--- src/rtl/core/nop_pkg.sv ---
`timescale 1ns / 1ps
// ----------------------------------------------------------------------------
// nop_pkg: shared types for the note pairing block
// Payload structs of both channels, slot contents and per-cell control.
// ----------------------------------------------------------------------------
package nop_pkg;

  localparam int KeyW   = 7;
  localparam int VelW   = 7;
  localparam int TickW  = 32;
  localparam int DeltaW = 28;
  localparam int ActW   = 2;

  localparam logic [KeyW-1:0] KEY_MAX = 7'd127;
  localparam logic [KeyW-1:0] KEY_MIN = 7'd0;

  // Code 3 is unused and behaves like ACT_OTHER.
  typedef enum logic [ActW-1:0] {
    ACT_OTHER = 2'd0,
    ACT_ON    = 2'd1,
    ACT_OFF   = 2'd2
  } action_e;

  typedef struct packed {
    logic              new_track;
    logic [DeltaW-1:0] delta_ticks;
    logic [ActW-1:0]   action;
    logic [KeyW-1:0]   note_key;
    logic [VelW-1:0]   note_velocity;
  } in_item_t;

  typedef struct packed {
    logic [KeyW-1:0]  done_key;
    logic [VelW-1:0]  done_velocity;
    logic [TickW-1:0] start_tick;
    logic [TickW-1:0] length_ticks;
    logic [KeyW-1:0]  track_lowest;
    logic [KeyW-1:0]  track_highest;
    logic [KeyW-1:0]  song_lowest;
    logic [KeyW-1:0]  song_highest;
    logic             table_overflow;
  } out_item_t;

  typedef struct packed {
    logic             used;
    logic [KeyW-1:0]  key;
    logic [VelW-1:0]  velocity;
    logic [TickW-1:0] start;
  } slot_t;

  // Broadcast to every cell for the request being taken.
  typedef struct packed {
    logic             en;
    logic             clear;
    logic             push;
    logic             pull;
    logic [KeyW-1:0]  key;
    logic [VelW-1:0]  velocity;
    logic [TickW-1:0] start;
  } cell_ctl_t;

endpackage

--- src/rtl/core/nop_in_if.sv ---
`timescale 1ns / 1ps
// ----------------------------------------------------------------------------
// nop_in_if: event request channel
// Valid/ready handshake carrying one classified note event.
// ----------------------------------------------------------------------------
interface nop_in_if;
  logic              valid;
  logic              ready;
  nop_pkg::in_item_t data;

  modport source (output valid, output data, input ready);
  modport sink   (input valid, input data, output ready);
endinterface

--- src/rtl/core/nop_out_if.sv ---
`timescale 1ns / 1ps
// ----------------------------------------------------------------------------
// nop_out_if: completed note channel
// Valid/ready handshake carrying one paired note with its statistics.
// ----------------------------------------------------------------------------
interface nop_out_if;
  logic               valid;
  logic               ready;
  nop_pkg::out_item_t data;

  modport source (output valid, output data, input ready);
  modport sink   (input valid, input data, output ready);
endinterface

--- src/rtl/core/nop_cell.sv ---
`timescale 1ns / 1ps
// ----------------------------------------------------------------------------
// nop_cell: one slot of the sounding-note table
// Holds one entry, matches it against a note-off, takes its right neighbor's
// entry when the table closes a gap, and takes a note-on when it is the
// first free slot.
// ----------------------------------------------------------------------------
module nop_cell (
  input  logic              clk_i,
  input  logic              rst_ni,
  input  nop_pkg::cell_ctl_t ctl_i,
  input  logic              prev_used_i,
  input  nop_pkg::slot_t    next_i,
  input  logic              hit_i,
  input  nop_pkg::slot_t    found_i,
  output nop_pkg::slot_t    slot_o,
  output logic              hit_o,
  output nop_pkg::slot_t    found_o
);

  logic                          used_q, used_d;
  logic [nop_pkg::KeyW-1:0]      key_q;
  logic [nop_pkg::VelW-1:0]      vel_q;
  logic [nop_pkg::TickW-1:0]     start_q;
  nop_pkg::slot_t                cur;
  nop_pkg::slot_t                nxt;
  logic                          match;

  // new_track empties the table before the event applies
  always_comb begin
    cur.used     = used_q & ~ctl_i.clear;
    cur.key      = key_q;
    cur.velocity = vel_q;
    cur.start    = start_q;
  end

  assign match   = ctl_i.pull & cur.used & (key_q == ctl_i.key);
  assign hit_o   = hit_i | match;
  assign found_o = found_i | ((match & ~hit_i) ? cur : '0);
  assign slot_o  = cur;

  always_comb begin
    nxt = cur;
    if (hit_o) begin
      nxt = next_i;
    end else if (ctl_i.push & ~cur.used & prev_used_i) begin
      nxt.used     = 1'b1;
      nxt.key      = ctl_i.key;
      nxt.velocity = ctl_i.velocity;
      nxt.start    = ctl_i.start;
    end
  end

  assign used_d = ctl_i.en ? nxt.used : used_q;

  always_ff @(posedge clk_i or negedge rst_ni) begin
    if (!rst_ni) begin
      used_q <= 1'b0;
    end else begin
      used_q <= used_d;
    end
  end

  always_ff @(posedge clk_i) begin
    if (ctl_i.en) begin
      key_q   <= nxt.key;
      vel_q   <= nxt.velocity;
      start_q <= nxt.start;
    end
  end

endmodule

--- src/rtl/core/note_on_off_pairing.sv ---
`timescale 1ns / 1ps
// ----------------------------------------------------------------------------
// note_on_off_pairing: pairs note-on and note-off events into notes
// A chain of SLOTS cells keeps the sounding notes oldest first with no gaps.
// A matched note-off removes its entry and yields the note with its length
// and the running track and song key extremes.
// ----------------------------------------------------------------------------
//
//   channel | dir | request carries
//   --------+-----+-------------------------------------------------------
//   evt_i   | in  | new_track, delta_ticks, action, note_key, note_velocity
//   note_o  | out | key, velocity, start, length, key extremes, overflow
//
// Flow: every cell compares and shifts in the same cycle as an event is taken.
//   A matched note-off then waits in a pending register before the output
//   register, and the length subtract is done as it moves into that register.
// Reset: rst_ni clears the slot valid bits, clock, extremes and flags at once;
//   no clearing pass is needed.
// Stalls: evt_i.ready is low while a note waits in the pending register, and
//   also for as long as note_o.ready low holds the output register.
// ----------------------------------------------------------------------------
module note_on_off_pairing #(
  parameter int SLOTS = 16
) (
  input  logic        clk_i,
  input  logic        rst_ni,
  nop_in_if.sink      evt_i,
  nop_out_if.source   note_o
);

  // --------------------------------------------------------------------------
  // Event decode
  // --------------------------------------------------------------------------
  logic                        acc;
  logic                        is_on, is_off;
  logic                        nt;
  logic [nop_pkg::TickW-1:0]   clk_q, clk_base, clk_new;

  assign acc    = evt_i.valid & evt_i.ready;
  assign nt     = evt_i.data.new_track;
  assign is_on  = (evt_i.data.action == nop_pkg::ACT_ON);
  assign is_off = (evt_i.data.action == nop_pkg::ACT_OFF);

  // clock restarts at zero on new_track, then the delta is added
  assign clk_base = nt ? '0 : clk_q;
  assign clk_new  = clk_base
                  + {{(nop_pkg::TickW - nop_pkg::DeltaW){1'b0}}, evt_i.data.delta_ticks};

  // --------------------------------------------------------------------------
  // Cell chain
  // --------------------------------------------------------------------------
  nop_pkg::cell_ctl_t ctl;
  nop_pkg::slot_t     slot_c  [SLOTS];
  nop_pkg::slot_t     found_c [SLOTS+1];
  logic               hit_c   [SLOTS+1];
  logic [SLOTS-1:0]   used_vec;

  always_comb begin
    ctl.en       = acc;
    ctl.clear    = nt;
    ctl.push     = is_on;
    ctl.pull     = is_off;
    ctl.key      = evt_i.data.note_key;
    ctl.velocity = evt_i.data.note_velocity;
    ctl.start    = clk_new;
  end

  assign hit_c[0]   = 1'b0;
  assign found_c[0] = '0;

  for (genvar i = 0; i < SLOTS; i++) begin : g_cell
    logic           prev_used;
    nop_pkg::slot_t next_slot;

    if (i == 0) begin : g_head
      assign prev_used = 1'b1;
    end else begin : g_body
      assign prev_used = slot_c[i-1].used;
    end

    // last cell pulls in an empty entry when the table closes up
    if (i == SLOTS - 1) begin : g_tail
      assign next_slot = '0;
    end else begin : g_link
      assign next_slot = slot_c[i+1];
    end

    nop_cell u_cell (
      .clk_i       (clk_i),
      .rst_ni      (rst_ni),
      .ctl_i       (ctl),
      .prev_used_i (prev_used),
      .next_i      (next_slot),
      .hit_i       (hit_c[i]),
      .found_i     (found_c[i]),
      .slot_o      (slot_c[i]),
      .hit_o       (hit_c[i+1]),
      .found_o     (found_c[i+1])
    );

    assign used_vec[i] = slot_c[i].used;
  end

  logic           hit_any, full;
  nop_pkg::slot_t found;

  assign hit_any = hit_c[SLOTS];
  assign found   = found_c[SLOTS];
  assign full    = slot_c[SLOTS-1].used;

  // --------------------------------------------------------------------------
  // Clock, key extremes, overflow flag
  // --------------------------------------------------------------------------
  logic [nop_pkg::KeyW-1:0] tl_q, th_q, sl_q, sh_q;
  logic [nop_pkg::KeyW-1:0] tl_b, th_b, tl_d, th_d, sl_d, sh_d;
  logic                     ovf_q, ovf_d;
  logic                     emit;

  assign emit = acc & is_off & hit_any;
  assign tl_b = nt ? nop_pkg::KEY_MAX : tl_q;
  assign th_b = nt ? nop_pkg::KEY_MIN : th_q;

  always_comb begin
    tl_d = tl_b;
    th_d = th_b;
    sl_d = sl_q;
    sh_d = sh_q;
    if (emit) begin
      if (found.key < tl_b) tl_d = found.key;
      if (found.key > th_b) th_d = found.key;
      if (found.key < sl_q) sl_d = found.key;
      if (found.key > sh_q) sh_d = found.key;
    end
  end

  // sticky, survives new_track
  assign ovf_d = ovf_q | (acc & is_on & full);

  always_ff @(posedge clk_i or negedge rst_ni) begin
    if (!rst_ni) begin
      clk_q <= '0;
      tl_q  <= nop_pkg::KEY_MAX;
      th_q  <= nop_pkg::KEY_MIN;
      sl_q  <= nop_pkg::KEY_MAX;
      sh_q  <= nop_pkg::KEY_MIN;
      ovf_q <= 1'b0;
    end else begin
      ovf_q <= ovf_d;
      if (acc) begin
        clk_q <= clk_new;
        tl_q  <= tl_d;
        th_q  <= th_d;
        sl_q  <= sl_d;
        sh_q  <= sh_d;
      end
    end
  end

  // --------------------------------------------------------------------------
  // Pending note, then output register
  // --------------------------------------------------------------------------
  logic                      pend_q, pend_d;
  logic                      out_vld_q, out_vld_d;
  logic                      out_free, move;
  nop_pkg::slot_t            pend_slot_q;
  logic [nop_pkg::TickW-1:0] pend_end_q;
  logic [nop_pkg::KeyW-1:0]  pend_tl_q, pend_th_q, pend_sl_q, pend_sh_q;
  logic                      pend_ovf_q;
  nop_pkg::out_item_t        out_q;

  assign out_free    = ~out_vld_q | note_o.ready;
  assign move        = pend_q & out_free;
  assign evt_i.ready = ~pend_q & out_free;

  assign pend_d    = emit | (pend_q & ~move);
  assign out_vld_d = move | (out_vld_q & ~note_o.ready);

  always_ff @(posedge clk_i or negedge rst_ni) begin
    if (!rst_ni) begin
      pend_q    <= 1'b0;
      out_vld_q <= 1'b0;
    end else begin
      pend_q    <= pend_d;
      out_vld_q <= out_vld_d;
    end
  end

  always_ff @(posedge clk_i) begin
    if (emit) begin
      pend_slot_q <= found;
      pend_end_q  <= clk_new;
      pend_tl_q   <= tl_d;
      pend_th_q   <= th_d;
      pend_sl_q   <= sl_d;
      pend_sh_q   <= sh_d;
      pend_ovf_q  <= ovf_q;
    end
    if (move) begin
      out_q.done_key       <= pend_slot_q.key;
      out_q.done_velocity  <= pend_slot_q.velocity;
      out_q.start_tick     <= pend_slot_q.start;
      out_q.length_ticks   <= pend_end_q - pend_slot_q.start;
      out_q.track_lowest   <= pend_tl_q;
      out_q.track_highest  <= pend_th_q;
      out_q.song_lowest    <= pend_sl_q;
      out_q.song_highest   <= pend_sh_q;
      out_q.table_overflow <= pend_ovf_q;
    end
  end

  assign note_o.valid = out_vld_q;
  assign note_o.data  = out_q;

  // --------------------------------------------------------------------------
  // Assertions
  // --------------------------------------------------------------------------
  a_no_accept_while_pending : assert property (
    @(posedge clk_i) disable iff (!rst_ni) acc |-> !pend_q)
    else $error("event taken while a note is pending");

  a_table_packed : assert property (
    @(posedge clk_i) disable iff (!rst_ni) ((used_vec >> 1) & ~used_vec) == '0)
    else $error("slot table has a gap");

  a_overflow_sticky : assert property (
    @(posedge clk_i) disable iff (!rst_ni) ovf_q |=> ovf_q)
    else $error("overflow flag cleared");

  a_match_pends : assert property (
    @(posedge clk_i) disable iff (!rst_ni) emit |=> pend_q)
    else $error("matched note-off lost");

  a_extremes_bracket : assert property (
    @(posedge clk_i) disable iff (!rst_ni) out_vld_q |->
      (out_q.track_lowest <= out_q.done_key) && (out_q.done_key <= out_q.track_highest) &&
      (out_q.song_lowest <= out_q.done_key) && (out_q.done_key <= out_q.song_highest))
    else $error("key extremes do not bracket the note");

endmodule
--- src/flat_wrapper.sv ---
// flat-port wrapper written by rule: the top's interface ports become plain ports
module note_on_off_pairing_flat 
#(
  parameter int SLOTS = 16
)
  (clk_i, rst_ni, evt_i_valid, evt_i_data, evt_i_ready, note_o_valid, note_o_data, note_o_ready);
  nop_in_if evt_i_i ();
  nop_out_if note_o_i ();
  input  logic clk_i;
  input  logic rst_ni;
  input wire logic [$bits(evt_i_i.valid)-1:0] evt_i_valid;
  input wire logic [$bits(evt_i_i.data)-1:0] evt_i_data;
  output wire logic [$bits(evt_i_i.ready)-1:0] evt_i_ready;
  output wire logic [$bits(note_o_i.valid)-1:0] note_o_valid;
  output wire logic [$bits(note_o_i.data)-1:0] note_o_data;
  input wire logic [$bits(note_o_i.ready)-1:0] note_o_ready;
  assign evt_i_i.valid = evt_i_valid;
  assign evt_i_i.data = evt_i_data;
  assign evt_i_ready = evt_i_i.ready;
  assign note_o_valid = note_o_i.valid;
  assign note_o_data = note_o_i.data;
  assign note_o_i.ready = note_o_ready;
  note_on_off_pairing #(.SLOTS(SLOTS)) u_core (.clk_i(clk_i), .rst_ni(rst_ni), .evt_i(evt_i_i), .note_o(note_o_i));
endmodule
--- config.mk ---
export PLATFORM = sky130hd
export DESIGN_NAME = note_on_off_pairing_flat
export DESIGN_NICKNAME = d
export VERILOG_FILES = /design/src/rtl/core/nop_pkg.sv /design/src/rtl/core/nop_in_if.sv /design/src/rtl/core/nop_out_if.sv /design/src/rtl/core/nop_cell.sv /design/src/rtl/core/note_on_off_pairing.sv /design/src/flat_wrapper.sv
export SDC_FILE = /design/constraint.sdc
export NUM_CORES = 2
export LEC_CHECK = 0
export BUFFER_PORTS_ARGS = -buffer_cell sky130_fd_sc_hd__clkbuf_2
export CORE_UTILIZATION = 49
export DETAILED_ROUTE_END_ITERATION = 8
export PLACE_DENSITY_LB_ADDON = 0.2
export SLEW_MARGIN = 20
export SYNTH_ARGS = -nofsm -noshare
export SYNTH_HDL_FRONTEND = slang
export SYNTH_SLANG_ARGS = --single-unit
export TNS_END_PERCENT = 20
--- constraint.sdc ---
create_clock -name clk_i -period 8 [get_ports clk_i]
set_input_delay 1.6 -clock clk_i [delete_from_list [all_inputs] [get_ports clk_i]]
set_output_delay 1.6 -clock clk_i [all_outputs]
set_load 0.05 [all_outputs]
==> flow_metrics.py <==
metrics = {
    "outcome": {
        "status": "completed",
    },
    "layout": {
        "area_delta_synth_final_pct": 13.39,
        "finish.instance_area_sq_um": 56630,
        "fill_cells": 8287,
        "drive_above_1_share_pct": 14.29,
        "layout.nets": 4249,
        "final_cells": 5568,
    },
    "timing": {
        "rsz0062_at_grt": "no",
        "slew_viol_final": 0,
        "setup_slack_ns": 0.8061,
        "min_period_ns": 7.194,
        "finalHoldViolations": 0,
        "timing.final.crit_share_pct": 89.92,
        "slew_headroom_pct": 24.04,
        "whs_ns": 0.4127,
        "tightest_slew_ns": 1.135,
        "finalClockSkew_ns": 0.05281,
        "setup_tns_ns": 0,
        "clock.fmax_ghz": 0.1390,
        "setup_viol": 0,
    },
    "critical_path": {
        "critPathRequiredTime_ns": 8.45,
        "ff2ff_path_depth": 19,
        "path_class": "input pin to flop",
        "path_common_cell": "buf_4",
        "crit_slowest_cell": "nor4_1",
        "cp-end-kind": "flop",
        "start_kind": "input pin",
        "cp.arrival_ns": 7.65,
        "crit_chain": "clkbuf_2 > xor2_1 > nor3_1 > and3_4 > nor4_1 > nand2_2 > nor2_4 > buf_4 > a222oi_1 > and3_1 > nand2_1 > buf_4 > ha_1 > nand3_1 > or3_1 > o22a_1 > o211ai_2 > o41a_1 > mux2_2",
        "slowest_delay_ns": 0.91,
        "worst-path-stages": 19,
        "critPathMaxFanout": 24,
        "cp_top_family": "simple AND/OR/NAND/NOR gates",
        "path_buf_inv": 3,
    },
    "detailed_routing": {
        "finalWirelength_mm": 173.6,
        "avgViaCountPerCell": 6.786,
        "drt_iter0_drc": 5900,
        "final_antenna_net_count": 0,
        "drc_errors": 0,
        "dr_total_vias": 37780,
        "drt-wirelength-per-cell_microns": 31.17,
        "drt_first_pass_iters": 9,
    },
    "power": {
        "switchingPower_mw": 3.544,
        "clock_power_share_pct": 40.7,
        "swShare_pct": 26.94,
        "power.internal_mw": 9.612,
        "vdd_drop_max_mv": 0.2131,
        "leakagePower_nw": 20.68,
        "powerDensity_nw_per_um2": 232.3,
        "seqPwrFrac_pct": 47.0,
        "comb_power_share_pct": 12.3,
    },
    "floorplanning": {
        "rows": 116,
        "die-area_sq_um": 103200,
        "dieHeight_microns": 321.3,
        "core_sq_um": 100600,
        "die_x_microns": 321.3,
        "io_pins": 158,
        "initial_core_util_pct": 49.65,
    },
    "synth": {
        "syn-cell-area_sq_um": 49940,
        "synth_cells": 4058,
        "seq_area_frac_synth_pct": 61.11,
        "synth_flop_cell": "edfxtp_1",
        "syn_avg_cell_area_sq_um": 12.31,
        "synth-async-reset-ratio_pct": 7.677,
        "synth_top_area_share_pct": 57.12,
        "yosysTopAreaCell": "edfxtp_1",
        "synth_cell_types": 84,
        "synth_area_leaders": "edfxtp_1 57%, a22o_1 9.9%, dfrtp_1 3.3%, nand2_1 3.2%, xnor2_1 2.3%",
        "ys.warnings.count": 0,
        "ys_seq_elements": 1029,
        "syn_nets": 4188,
        "synth-edff-count": 950,
    },
    "place": {
        "post-dp-hpwl_mm": 111.7,
        "pre_cts_slack_ns": 0.3043,
        "placed_cells": 5363,
        "portBuffers": 157,
        "placed_area_sq_um": 52780,
        "place_congestion": 1.061,
    },
    "clock_network": {
        "cts_root_buf": "clkbuf_16",
        "ctsResizeCount": 0,
        "hold_buffers": 0,
        "htree_levels": 3,
        "cts_tree": "done",
        "cts_sinks": 1029,
        "clkLatencyLatePin_ns": 0.72,
        "postCtsSetupBuffers": 0,
        "cts_buffer_depth": 3,
        "path_clk_slew_ns": 0.06,
        "cts_buffers": 110,
    },
    "min_path": {
        "hp-class": "flop to flop",
        "whs_path_depth": 0,
    },
    "global_routing": {
        "grt.overflow.total": 0,
        "grt_max_degree": 74,
        "track_usage_pct": 33.10,
        "grt_pass1_wl_mm": 249.8,
        "antenna_found_initial": 4,
        "grt_pass1_vias": 36150,
    },
    "run": {
        "cap_violations": 0,
    },
}
[sequential cells by signal, summed over array words and instances, names as in the netlist, 7 cells and up]
signal	count
u_core.clk_q	32
u_core.g_cell.u_cell.key_q	112
u_core.g_cell.u_cell.start_q	512
u_core.g_cell.u_cell.used_q	16
u_core.g_cell.u_cell.vel_q	112
u_core.note_o.data	107
u_core.pend_end_q	32
u_core.pend_sh_q	7
u_core.pend_sl_q	7
u_core.pend_slot_q	46
u_core.pend_th_q	7
u_core.pend_tl_q	7
u_core.sh_q	7
u_core.sl_q	7
u_core.th_q	7
u_core.tl_q	7
[per-layer routing]
layer  track usage (%)  part of all wire (%)  vias up
li1                  -                     -    15970
met5            0.4255                 0.033        -
met1             45.64                    39    18580
met3             9.967                    14      369
met4             10.71                   3.1        2
met2             49.95                    44     2863
[cells in the final DEF, fill, tap and decap left out, types with 40 or more instances in the layout]
cell type / netlist / routed
edfxtp_1: 950 / 950
a22o_1: 566 / 566
nand2_1: 424 / 417
o21ai_0: 172 / 172
a21oi_1: 166 / 156
clkbuf_2: 1 / 155
buf_4: 1 / 142
nand3_1: 126 / 126
nor2_1: 124 / 120
xnor2_1: 132 / 119
clkbuf_16: 0 / 112
inv_1: 96 / 95
a222oi_1: 87 / 87
ha_1: 79 / 79
dfrtp_1: 65 / 65
nor3_1: 61 / 53
a221oi_1: 47 / 47
a22oi_1: 46 / 46
nor2b_1: 43 / 42
and3_1: 47 / 40
and2_1: 42 / 40
[through the flow]
stage,power [mW],utilization (%)
CTS,13.12,56.20
detailed placement,7.831,52.48
global route,13.50,56.29
finish,13.16,56.30
global placement,7.785,52.39
floorplan,7.141,-
[layout make-up]
cell class                      count  area, sq um  area share [%]
Sequential cell                  1029        30520           53.90
Multi-Input combinational cell   2580        18340           32.39
Clock buffer                      134         2935           5.184
Timing Repair Buffer              301         1937           3.420
Tap cell                         1357         1698           2.998
Clock inverter                     65        815.8           1.441
Inverter                           97        366.6          0.6474
Antenna cell                        5        12.51         0.02210
[synthesized netlist by cell type (79+ instances only)]
| library cell | instances |
|---|---|
| edfxtp_1 | 950 |
| a22o_1 | 566 |
| nand2_1 | 424 |
| clkbuf_1 | 257 |
| o21ai_0 | 172 |
| a21oi_1 | 166 |
| xnor2_1 | 132 |
| nand3_1 | 126 |
| nor2_1 | 124 |
| inv_1 | 96 |
| a222oi_1 | 87 |
| ha_1 | 79 |
[logic make-up (layout without fill, tap and decap cells)]
family / Yosys count / count (layout) / share of synthesized area (%)
compound gates: 1276 / 1276 / 19.83
xor+xnor: 169 / 169 / 2.964
fa+ha+maj: 81 / 81 / 2.059
buf+inv: 449 / 597 / 3.460
flops: 1029 / 1029 / 61.11
mux: 39 / 39 / 0.8092
other cells: 0 / 5 / 0
simple gates: 1015 / 1015 / 9.763
[power groups by stage]
stage	Combinational [mW]	Clock (mW)	Sequential [mW]
5_1_grt	1.70	5.60	6.19
4_1_cts	1.55	5.40	6.18
6_report	1.61	5.36	6.18
3_3_place_gp	1.50	0	6.29
2_1_floorplan	0.939	0	6.20
3_5_place_dp	1.54	0	6.29
[worst paths after layout]
| kind | start | end | slack (ns) |
|---|---|---|---|
| min reg2reg | u_core.pend_sh_q[2]$_DFFE_PP_ | u_core.note_o.data[3]$_DFFE_PP_ | 0.41 |
| min in group asynchronous | rst_ni | u_core.clk_q[24]$_DFFE_PN0P_ | 0.75 |
| min | u_core.pend_sh_q[2]$_DFFE_PP_ | u_core.note_o.data[3]$_DFFE_PP_ | 0.41 |
| max reg2reg | u_core.g_cell[1].u_cell.used_q$_DFFE_PN0P_ | u_core.pend_sh_q[0]$_DFFE_PP_ | 1.61 |
| max in group asynchronous | rst_ni | u_core.g_cell[0].u_cell.used_q$_DFFE_PN0P_ | 6.02 |
| max | evt_i_data[7] | u_core.pend_sh_q[0]$_DFFE_PP_ | 0.81 |
Power figures use the tool's default switching activity.
